--- src/sv/sps_pkg.sv ---
// Sleep package scanner: shared constants, register indexes and types.
// Used by sps_cell, sps_cand and aml_sleep_package_scanner.
`timescale 1ns / 1ps
`default_nettype none

package sps_pkg;

  localparam int unsigned WIN_DEPTH  = 12;
  localparam int unsigned BODY_START = 36;
  localparam int unsigned MIN_TABLE  = 48;
  localparam int unsigned LEN_POS0   = 4;

  localparam logic [7:0] NAME_MARK   = 8'h5F;
  localparam logic [7:0] PACKAGE_OP  = 8'h12;
  localparam logic [7:0] ZERO_OP     = 8'h00;
  localparam logic [7:0] ONE_OP      = 8'h01;
  localparam logic [7:0] BYTE_PREFIX = 8'h0A;

  localparam logic [7:0] NAME_A_RST = 8'd83;
  localparam logic [7:0] NAME_B_RST = 8'd53;

  localparam logic REG_NAME_A = 1'b0;
  localparam logic REG_NAME_B = 1'b1;

  typedef logic [WIN_DEPTH-1:0][7:0] win_t;

  typedef struct packed {
    logic [32:0] base;
    logic [31:0] lim;
    logic [7:0]  char_a;
    logic [7:0]  char_b;
  } cand_ctl_t;

  typedef struct packed {
    logic       hit;
    logic [7:0] value;
  } cand_res_t;

endpackage

`default_nettype wire

--- src/sv/aml_sleep_package_scanner.sv ---
// Sleep package scanner top level: window cells, candidate checks, APB registers.
// Depends on sps_pkg, sps_cell and sps_cand.
//
// Usage:
//   in_*  : table bytes, one per beat, from offset zero; in_tlast on the final byte.
//   out_* : one result beat per table, out_tuser = found, out_tdata = sleep value.
//   cfg_* : APB registers, name_char_a at 0x0, name_char_b at 0x4; pready always high.
// Throughput: one byte per cycle while in_tready is high. A twelve-cell shift row
//   holds the latest bytes; the candidate check runs on it as each byte enters.
// Latency: the result beat is valid in the cycle after the last byte is accepted.
// Stall: the result waits in an output register; while it is held and out_tready
//   is low, in_tready is low, otherwise bytes flow on without a gap.
// Reset: rst_n clears the stream state and the output, and loads the name
//   characters with 'S' and '5'. After each table the stream state clears itself.
`timescale 1ns / 1ps
`default_nettype none

module aml_sleep_package_scanner
  import sps_pkg::*;
(
  input  wire logic        clk,
  input  wire logic        rst_n,
  // in_tdata: [7:0] data_byte
  input  wire logic        in_tvalid,
  output logic             in_tready,
  input  wire logic [7:0]  in_tdata,
  input  wire logic        in_tlast,
  // out_tdata: [7:0] sleep_value
  output logic             out_tvalid,
  input  wire logic        out_tready,
  output logic      [7:0]  out_tdata,
  // out_tuser: [0] found
  output logic             out_tuser,
  input  wire logic        cfg_psel,
  input  wire logic        cfg_penable,
  input  wire logic        cfg_pwrite,
  input  wire logic [2:0]  cfg_paddr,
  input  wire logic [31:0] cfg_pwdata,
  output logic      [31:0] cfg_prdata,
  output logic             cfg_pready
);

  logic [7:0]  name_a_r;
  logic [7:0]  name_b_r;
  logic [31:0] pos_r, pos_nxt;
  logic [31:0] decl_r, decl_nxt, decl_upd;
  logic        match_r, match_nxt;
  logic [7:0]  val_r, val_nxt;
  logic        ovalid_r, ovalid_nxt;
  logic        ofound_r, ofound_nxt;
  logic [7:0]  oval_r, oval_nxt;

  logic        acc;
  logic        cfg_wr;
  logic [31:0] n;
  logic [31:0] lim;
  win_t        win_q;
  win_t        win_new;
  win_t        win_off;
  cand_ctl_t   ctl0, ctl1;
  cand_res_t   res0, res1;

  assign cfg_pready = 1'b1;
  assign cfg_wr     = cfg_psel && cfg_penable && cfg_pwrite && cfg_pready;

  always_ff @(posedge clk) begin
    if (!rst_n) begin
      name_a_r <= NAME_A_RST;
      name_b_r <= NAME_B_RST;
    end else if (cfg_wr) begin
      case (cfg_paddr[2])
        REG_NAME_A: name_a_r <= cfg_pwdata[7:0];
        REG_NAME_B: name_b_r <= cfg_pwdata[7:0];
        default:    name_a_r <= name_a_r;
      endcase
    end
  end

  always_comb begin
    case (cfg_paddr[2])
      REG_NAME_A: cfg_prdata = {24'h0, name_a_r};
      REG_NAME_B: cfg_prdata = {24'h0, name_b_r};
      default:    cfg_prdata = 32'h0;
    endcase
  end

  assign in_tready = !ovalid_r || out_tready;
  assign acc       = in_tvalid && in_tready;

  for (genvar k = 0; k < WIN_DEPTH; k++) begin : g_cell
    if (k == WIN_DEPTH - 1) begin : g_tail
      assign win_new[k] = in_tdata;
      assign win_off[k] = 8'h00;
    end else begin : g_body
      assign win_new[k] = win_q[k+1];
      assign win_off[k] = win_new[k+1];
    end
    sps_cell u_cell (
      .clk  (clk),
      .rst_n(rst_n),
      .en   (acc),
      .clr  (in_tlast),
      .d_in (win_new[k]),
      .q    (win_q[k])
    );
  end

  assign n = (pos_r == 32'hFFFF_FFFF) ? pos_r : pos_r + 32'd1;

  always_comb begin
    decl_upd = decl_r;
    case (pos_r)
      32'(LEN_POS0):     decl_upd[7:0]   = in_tdata;
      32'(LEN_POS0 + 1): decl_upd[15:8]  = in_tdata;
      32'(LEN_POS0 + 2): decl_upd[23:16] = in_tdata;
      32'(LEN_POS0 + 3): decl_upd[31:24] = in_tdata;
      default:           decl_upd        = decl_r;
    endcase
  end

  assign lim = (decl_upd < n) ? decl_upd : n;

  always_comb begin
    ctl0.base   = {1'b0, n} - 33'(WIN_DEPTH);
    ctl0.lim    = lim;
    ctl0.char_a = name_a_r;
    ctl0.char_b = name_b_r;
    ctl1        = ctl0;
    ctl1.base   = ctl0.base + 33'd1;
  end

  sps_cand u_cand0 (
    .win(win_new),
    .ctl(ctl0),
    .res(res0)
  );

  sps_cand u_cand1 (
    .win(win_off),
    .ctl(ctl1),
    .res(res1)
  );

  always_comb begin
    pos_nxt    = pos_r;
    decl_nxt   = decl_r;
    match_nxt  = match_r;
    val_nxt    = val_r;
    ovalid_nxt = ovalid_r && !out_tready;
    ofound_nxt = ofound_r;
    oval_nxt   = oval_r;
    if (acc) begin
      if (in_tlast) begin
        pos_nxt    = 32'h0;
        decl_nxt   = 32'h0;
        match_nxt  = 1'b0;
        val_nxt    = 8'h00;
        ovalid_nxt = 1'b1;
        if (match_r) begin
          ofound_nxt = 1'b1;
          oval_nxt   = val_r;
        end else if (res0.hit) begin
          ofound_nxt = 1'b1;
          oval_nxt   = res0.value;
        end else if (res1.hit) begin
          ofound_nxt = 1'b1;
          oval_nxt   = res1.value;
        end else begin
          ofound_nxt = 1'b0;
          oval_nxt   = 8'h00;
        end
      end else begin
        pos_nxt  = n;
        decl_nxt = decl_upd;
        if (!match_r && res0.hit) begin
          match_nxt = 1'b1;
          val_nxt   = res0.value;
        end
      end
    end
  end

  always_ff @(posedge clk) begin
    if (!rst_n) begin
      pos_r    <= 32'h0;
      decl_r   <= 32'h0;
      match_r  <= 1'b0;
      val_r    <= 8'h00;
      ovalid_r <= 1'b0;
      ofound_r <= 1'b0;
      oval_r   <= 8'h00;
    end else begin
      pos_r    <= pos_nxt;
      decl_r   <= decl_nxt;
      match_r  <= match_nxt;
      val_r    <= val_nxt;
      ovalid_r <= ovalid_nxt;
      ofound_r <= ofound_nxt;
      oval_r   <= oval_nxt;
    end
  end

  assign out_tvalid = ovalid_r;
  assign out_tuser  = ofound_r;
  assign out_tdata  = oval_r;

`ifndef SYNTHESIS
  a_last_gives_beat: assert property (@(posedge clk) disable iff (!rst_n)
    (acc && in_tlast) |=> ovalid_r)
    else $error("no result beat after last byte");

  a_last_clears: assert property (@(posedge clk) disable iff (!rst_n)
    (acc && in_tlast) |=> (pos_r == 32'h0 && !match_r && decl_r == 32'h0))
    else $error("stream state not cleared after last byte");

  a_match_needs_len: assert property (@(posedge clk) disable iff (!rst_n)
    match_r |-> (pos_r >= 32'(MIN_TABLE)))
    else $error("match latched in a short table");

  a_nofind_zero: assert property (@(posedge clk) disable iff (!rst_n)
    (ovalid_r && !ofound_r) |-> (oval_r == 8'h00))
    else $error("nonzero value without a find");
`endif

endmodule

`default_nettype wire

--- src/sv/sps_cell.sv ---
// One byte cell of the scan window: holds a byte and takes its neighbour's, or zero on clr.
// Depends on sps_pkg.
`timescale 1ns / 1ps
`default_nettype none

module sps_cell
  import sps_pkg::*;
(
  input  wire logic       clk,
  input  wire logic       rst_n,
  input  wire logic       en,
  input  wire logic       clr,
  input  wire logic [7:0] d_in,
  output logic      [7:0] q
);

  logic [7:0] byte_r;
  logic [7:0] byte_nxt;

  always_comb begin
    byte_nxt = byte_r;
    if (en) begin
      byte_nxt = clr ? 8'h00 : d_in;
    end
  end

  always_ff @(posedge clk) begin
    if (!rst_n) begin
      byte_r <= 8'h00;
    end else begin
      byte_r <= byte_nxt;
    end
  end

  assign q = byte_r;

endmodule

`default_nettype wire

--- src/sv/sps_cand.sv ---
// Candidate check at one window offset: name pattern, package header, integer.
// Depends on sps_pkg.
`timescale 1ns / 1ps
`default_nettype none

module sps_cand
  import sps_pkg::*;
(
  input  wire win_t      win,
  input  wire cand_ctl_t ctl,
  output cand_res_t      res
);

  logic [32:0] limx;
  logic [2:0]  skip;
  logic [3:0]  op_idx;
  logic [7:0]  op_byte;
  logic [7:0]  arg_byte;
  logic        ok_base;
  logic        ok_pat;
  logic        ok_len;
  logic        ok_op;
  logic        ok_arg;

  always_comb begin
    limx     = {1'b0, ctl.lim};
    skip     = {1'b0, win[5][7:6]} + 3'd1;
    op_idx   = 4'd6 + {1'b0, skip};
    op_byte  = win[op_idx];
    arg_byte = win[op_idx + 4'd1];

    ok_base = (ctl.lim >= 32'(MIN_TABLE)) && (ctl.base >= 33'(BODY_START)) &&
              ((ctl.base + 33'd10) < limx);
    ok_pat  = (win[0] == NAME_MARK) && (win[1] == ctl.char_a) &&
              (win[2] == ctl.char_b) && (win[3] == NAME_MARK) &&
              (win[4] == PACKAGE_OP);
    ok_len  = ((ctl.base + 33'd5 + 33'(skip)) < limx) &&
              ((ctl.base + 33'd6 + 33'(skip)) < limx);
    ok_arg  = (ctl.base + 33'd7 + 33'(skip)) < limx;

    ok_op     = 1'b0;
    res.value = 8'h00;
    if (op_byte == ZERO_OP) begin
      ok_op = 1'b1;
    end else if (op_byte == ONE_OP) begin
      ok_op     = 1'b1;
      res.value = 8'h01;
    end else if (op_byte == BYTE_PREFIX && ok_arg) begin
      ok_op     = 1'b1;
      res.value = arg_byte;
    end
    res.hit = ok_base && ok_pat && ok_len && ok_op;
  end

endmodule

`default_nettype wire
--- config.mk ---
export PLATFORM = sky130hd
export DESIGN_NAME = aml_sleep_package_scanner
export DESIGN_NICKNAME = d
export VERILOG_FILES = /design/src/sv/sps_pkg.sv /design/src/sv/aml_sleep_package_scanner.sv /design/src/sv/sps_cell.sv /design/src/sv/sps_cand.sv
export SDC_FILE = /design/constraint.sdc
export NUM_CORES = 1
export LEC_CHECK = 0
export BUFFER_PORTS_ARGS = -buffer_cell sky130_fd_sc_hd__buf_2
export CAP_MARGIN = 15
export CORE_ASPECT_RATIO = 1.1
export CORE_MARGIN = 5
export CORE_UTILIZATION = 25
export DETAILED_ROUTE_END_ITERATION = 8
export REMOVE_ABC_BUFFERS = 1
export SLEW_MARGIN = 20
export SYNTH_ARGS = -nofsm -noshare
export SYNTH_HDL_FRONTEND = slang
export SYNTH_SLANG_ARGS = --single-unit
--- constraint.sdc ---
create_clock -name clk -period 16.8 [get_ports clk]
set_clock_uncertainty 0.15 [all_clocks]
set_input_delay 1.68 -clock clk [delete_from_list [all_inputs] [get_ports clk]]
set_output_delay 1.68 -clock clk [all_outputs]
set_load 0.02 [all_outputs]
==> results.md, run 1 <==
* Initial Utilization at 25.3%
* Die height at approximately 340 µm
* CP max stage cell: or4_1
* Final net count at 3668
* Post-synth ARST share at 0%
* GR Util All Layers at roughly 17%
* Final setup viols at 0
* Most frequent cells in the layout: ha_1 (306), nand2_1 (274), nor2_1 (235)
* Crit path max fanout at 18
* CTS buffer count at 17
* First-pass detailed-route iteration total at 5
* Worst EP required at between 15 and 20 ns
* Initial antenna violation count at 4
* Vias at roughly 25000
* Main flop type after synthesis: dfxtp_1
* DP Worst Slack at between 4 and 5 ns
* Num rows at around 120
* Commonest non-fill, non-tap cell in the layout: ha_1
* First-pass GRT wire length at approximately 140000 µm
* CTS tree: done
* HP Class: reg -> reg
* CTS Sinks at approximately 190
* Max cap viols at 0
* Port bufs at 43
* Vias in the first global route at about 24000
* Hold_ws at roughly 0.30 ns
* Total Wirelength at between 90000 and 100000 µm
* #FFs+latches synth at 187
* RSZ-0062 raised after global routing: no
* ANT nets after route at 0
* Largest net degree at the start of global routing at 93
* Worst Tran Pin Value at roughly 1.1 ns
* PwrDens at ~50 nW/µm²
* Share of cells above drive strength 1 at 9.58%
* Hold_buf cts at 0
* GRT overflow at 0
* Post-DP HPWL at 75700 µm
* Data arrival time of the worst path at 12.71 ns
* Residual DRC at 0
* GP Congestion at roughly 0.99
* Period Utilization, post-route at 73.9%
* Sequential area share after synthesis at between 10% and 20%
* Die Width at ~310 µm
* # Post-CTS Setup Buffers at 0
* Io pins at 95
* Core footprint at 101000 µm²
* Slew HR at about 28%
* Max Clk Rate at 80.5 MHz
* Setup TNS at 0 ns
* Hold Vio Cnt, Final at 0
* Post-synth EDFFs at 0
* Synthesized area at about 25000 µm²
* Fin. max-slew vios at 0
* Register Area at 3740 µm²
* Post-cts resize count at 0
* Clock root buffer: clkbuf_16
* Starting DRT DRC Count at 2374
* Post-DR wirelength/cell at around 20 µm
* Critical path type: reg -> reg
* Status: complete, no violations
* Multi-input logic area at between 20000 and 25000 µm²
* Routed vias/inst at 5.35
* Fin util at 27.8%
* Synth unique cells at roughly 110
* Leak at between 10 and 15 nW
* Synthesis-to-layout area growth at 9.88%
* PnR worst setup slack at between 4 and 5 ns
* CP startpoint kind: flop
* Synth Area per Inst at 7.69 µm²
* Shortest period the worst path allows at 12.42 ns
* Fill cells at 10938
* Worst-skew pair later-pin latency at around 0.48 ns
* Synth warn at 0
* Worst vdd ir at between 70 and 80 µV
* Total power at between 1 and 1.5 mW
* Die Area at 108000 µm²
* Htree depth at 4
* Register clock-pin slew on the reported worst setup and hold paths at approximately 0.09 ns
* Gate Count Post-Synth at about 3300
* Clk buf depth at 2
* CP Capture Type: flop
* Worst path max stage delay at around 0.85 ns
through the flow:
step                instance area, µm²  instances
floorplan                        24700       3149
global placement                 27400       4650
detailed placement               27400       4650
CTS                              28000       4682
global route                     28000       4682
finish                           28000       4684
cell type report:
class	count	area share, %
timing repair buffer	137	3.30
inverter	76	1.02
antenna	2	0.0179
tap	1364	6.09
clock inverter	15	0.639
sequential	187	13.4
clock buffer	17	1.52
multi-input combinational	2886	74.1
sequential cells by signal, indices dropped and copies added (netlist names):
signal	cells
decl_r	32
g_cell.u_cell.q	88
match_r	1
name_a_r	8
name_b_r	8
out_tdata	8
out_tuser	1
out_tvalid	1
pos_r	32
val_r	8
report_power, final:
part	internal [mW]	total, mW	switching [mW]
Sequential	0.445	0.449	0.00359
Combinational	0.217	0.535	0.318
Clock	0.201	0.421	0.220
Total	0.863	1.40	0.541
critical path: cells and delay by family, from the launching register on:
kind            cells  cell delay [ns]
fa+ha+maj           3             1.41
simple gates       18             6.21
flops               1             0.50
buf+inv             2             0.43
compound gates      8             2.35
xor+xnor            4             1.27
Yosys cell counts, drive strengths merged, types with 7 or more instances:
library cell    n  share of area (%)
a2111oi        12               0.59
a211oi         20               0.65
a21boi         24               0.74
a21o          108                3.2
a21oi         212                4.2
a22oi          46                1.4
a31oi          27               0.66
and2           36               0.88
and3          103                2.5
and4           20               0.69
buf            65                1.5
clkbuf        122                1.8
dfxtp         187                 15
ha            306                 15
inv            70                1.0
mux2           44                2.0
mux2i          42                1.7
mux4           18                1.6
nand2         276                4.1
nand2b         17               0.42
nand3         134                2.7
nand3b         11               0.32
nand4         107                2.7
nand4b          8               0.27
nor2          238                3.5
nor2b         172                4.2
nor3           63                1.3
nor3b           7               0.23
nor4           61                1.6
nor4b           9               0.33
o2111ai        10               0.34
o211ai         21               0.62
o21a            9               0.27
o21ai         135                2.7
o22ai          12               0.29
o31ai          17               0.50
or2            27               0.66
or3            26               0.64
or4            22               0.65
xnor2         232                8.3
xor2          130                4.5
metal layers:
layer / GRT usage (%) / up-vias / part of all wire [%]
met1: 21.9 / 11987 / 43
li1: - / 12071 / -
met5: 0 / - / 0.014
met3: 1.65 / 175 / 4.9
met4: 7.69 / 2 / 5.0
met2: 28.8 / 827 / 47
logic make-up (layout without fill, tap and decap cells):
family | Yosys count | after routing | synth area share [%]
AND/OR/NAND/NOR | 1354 | 1354 | 28.5
AO/OA/AOI/OAI | 725 | 725 | 18.7
XOR/XNOR | 362 | 362 | 12.8
adder cells (fa/ha/maj) | 316 | 316 | 15.6
buffers and inverters | 263 | 245 | 4.47
flip-flops | 187 | 187 | 14.7
multiplexers | 104 | 104 | 5.21
other | 2 | 27 | 0.0295
path summary, 6_finish.rpt:
kind | cells past startpoint | slack [ns] | startpoint | end
setup / recovery | 35 | 4.38 | pos_r[0] | out_tdata[1]
hold / removal | 2 | 0.30 | val_r[6] | val_r[6]
setup reg to reg | 35 | 4.38 | pos_r[0] | out_tdata[1]
hold reg to reg | 2 | 0.30 | val_r[6] | val_r[6]
No activity file was read; power rests on OpenSTA's default activity.
==> run 2: changes to the inputs <==
==> constraint.sdc (replaced) <==
create_clock -name clk -period 12.3 [get_ports clk]
set_clock_uncertainty 0.15 [all_clocks]
set_input_delay 1.23 -clock clk [delete_from_list [all_inputs] [get_ports clk]]
set_output_delay 1.23 -clock clk [all_outputs]
set_load 0.02 [all_outputs]
==> results.md, run 2 (synthesized netlist as in run 1, its figures left out) <==
* CTS Sinks at 187 (unchanged)
* GP Congestion at 1.00 (+0.61%)
* Port bufs at 43 (unchanged)
* Worst vdd ir at 107 µV (+37%)
* CP endpoint: out_tdata[0]
* Hold_ws at 0.307 ns (+0.00768 ns)
* Hold Vio Cnt, Final at 0 (unchanged)
* DP Area at 27400 µm² (about the same)
* Total Wirelength at 93300 µm (-2.7%)
* Path depth of the worst reg2reg path at 31 (-11%)
* Total power at 1.92 mW (+37%)
* CP startpoint kind: flop
* Worst Tran Pin Value at 1.21 ns (+0.156 ns)
* RSZ-0062 raised after global routing: no
* Final net count at 3670 (+0.055%)
* R2R Setup Slk at 1.31 ns (-3.07 ns)
* Die height at 345 µm (unchanged)
* ANT nets after route at 0 (unchanged)
* Layout Cells excl Fill at 4686 (+0.043%)
* Worst-skew pair later-pin latency at 0.49 ns (about the same)
* Num rows at 122 (unchanged)
* Htree depth at 4 (unchanged)
* Fin. max-slew vios at 0 (unchanged)
* Io pins at 95 (unchanged)
* Design area at 28000 µm² (+0.13%)
* Shortest period the worst path allows at 10.99 ns (-1.43 ns)
* Routed vias/inst at 5.36 (+0.15%)
* Commonest non-fill, non-tap cell in the layout: ha_1
* Fin util at 27.8% (+0.037 points)
* First-pass GRT wire length at 143000 µm (-1.6%)
* Starting DRT DRC Count at 2194 (-7.6%)
* Hold_buf cts at 0 (unchanged)
* Vias at 25111 (+0.20%)
* GRT overflow at 0 (unchanged)
* Vias in the first global route at 23827 (+0.40%)
* Hold path start: val_r[6]
* WP depth at 31 (-11%)
* Post-cts resize count at 0 (unchanged)
* Largest register FFs at 88 (unchanged)
* Final setup viols at 0 (unchanged)
* Post-DR wirelength/cell at 19.9 µm (-2.8%)
* PnR worst setup slack at 1.31 ns (-3.07 ns)
* Leak at 11.0 nW (+0.17%)
* Max Clk Rate at 91.0 MHz (+13%)
* Setup TNS at 0 ns (unchanged)
* Most frequent cells in the layout: ha_1 (306), nand2_1 (274), nor2_1 (235)
* Dpl cells at 4652 (+0.043%)
* Clk buf depth at 2 (unchanged)
* CTS tree: done
* Die Area at 108000 µm² (unchanged)
* Post-DP HPWL at 73700 µm (-2.7%)
* Period Utilization, post-route at 89.3% (+15 points)
* R2R Path End: out_tdata[0]
* First-pass detailed-route iteration total at 6 (+1)
* Share of cells above drive strength 1 at 9.64% (+0.054 points)
* Initial Utilization at 25.3% (unchanged)
* DP Worst Slack at 1.52 ns (-3.18 ns)
* Fill cells at 10939 (+0.0091%)
* HP Class: reg -> reg
* Largest net degree at the start of global routing at 93 (unchanged)
* CP top delay family: simple AND/OR/NAND/NOR gates
* GR Util All Layers at 16.6% (-0.42 points)
* CP max stage cell: or4_1
* Register clock-pin slew on the reported worst setup and hold paths at 0.09 ns (about the same)
* Worst path max stage delay at 0.82 ns (-0.03 ns)
* Max cap viols at 0 (unchanged)
* Crit path max fanout at 18 (unchanged)
* CTS buffer count at 17 (unchanged)
* CP Launch Point: pos_r[0]
* Core footprint at 101000 µm² (unchanged)
* Data arrival time of the worst path at 11.26 ns (-1.45 ns)
* Synthesis-to-layout area growth at 10.0%
* Status: complete, no violations
* Worst R2R Start: pos_r[0]
* Multi-input logic area at 20700 µm² (unchanged)
* Residual DRC at 0 (unchanged)
* CP Buf/Inv Count at 3 (+1)
* Register Area at 3740 µm² (unchanged)
* CP Capture Type: flop
* PwrDens at 68.4 nW/µm² (+36%)
* Initial antenna violation count at 2 (-2)
* Worst EP required at 12.57 ns (-4.51 ns)
* Slew HR at 18.8% (-8.9 points)
* # Post-CTS Setup Buffers at 0 (unchanged)
* Die Width at 314 µm (unchanged)
* Clock root buffer: clkbuf_16
* Critical path type: reg -> reg
-- run 2: cell type report --
type                            count  area share (%)
Inverter                           76            1.02
Clock buffer                       17            1.52
Clock inverter                     15           0.718
Antenna cell                        2          0.0178
Sequential cell                   187            13.3
Timing Repair Buffer              139            3.35
Tap cell                         1364            6.08
Multi-Input combinational cell   2886            74.0
-- run 2: how the worst min path moves through the flow --
stage,end,slack [ns],depth (start not counted)
6_report,val_r[6],0.31,2
5_1_grt,val_r[0],0.32,2
4_1_cts,val_r[0],0.31,2
3_5_place_dp,val_r[0],0.29,2
3_3_place_gp,val_r[6],0.29,2
2_1_floorplan,val_r[0],0.28,2
-- run 2: where the power goes --
part	total, mW	switching [mW]	internal (mW)
clock network	0.593	0.311	0.281
registers	0.613	0.00509	0.608
logic	0.711	0.418	0.293
total	1.92	0.735	1.18
-- run 2: layer usage --
| layer | part of all wire [%] | up-vias | GRT usage [%] |
|---|---|---|---|
| met4 | 5.6 | 2 | 8.61 |
| met2 | 46 | 874 | 27.7 |
| met1 | 43 | 11946 | 21.4 |
| met3 | 5.1 | 207 | 1.44 |
| met5 | 0.014 | - | 0 |
| li1 | - | 12082 | - |
-- run 2: worst min-delay path, delay by kind of cell, from the launching register on --
family	cells	cell delay, ns
flops	1	0.32
simple gates	2	0.10
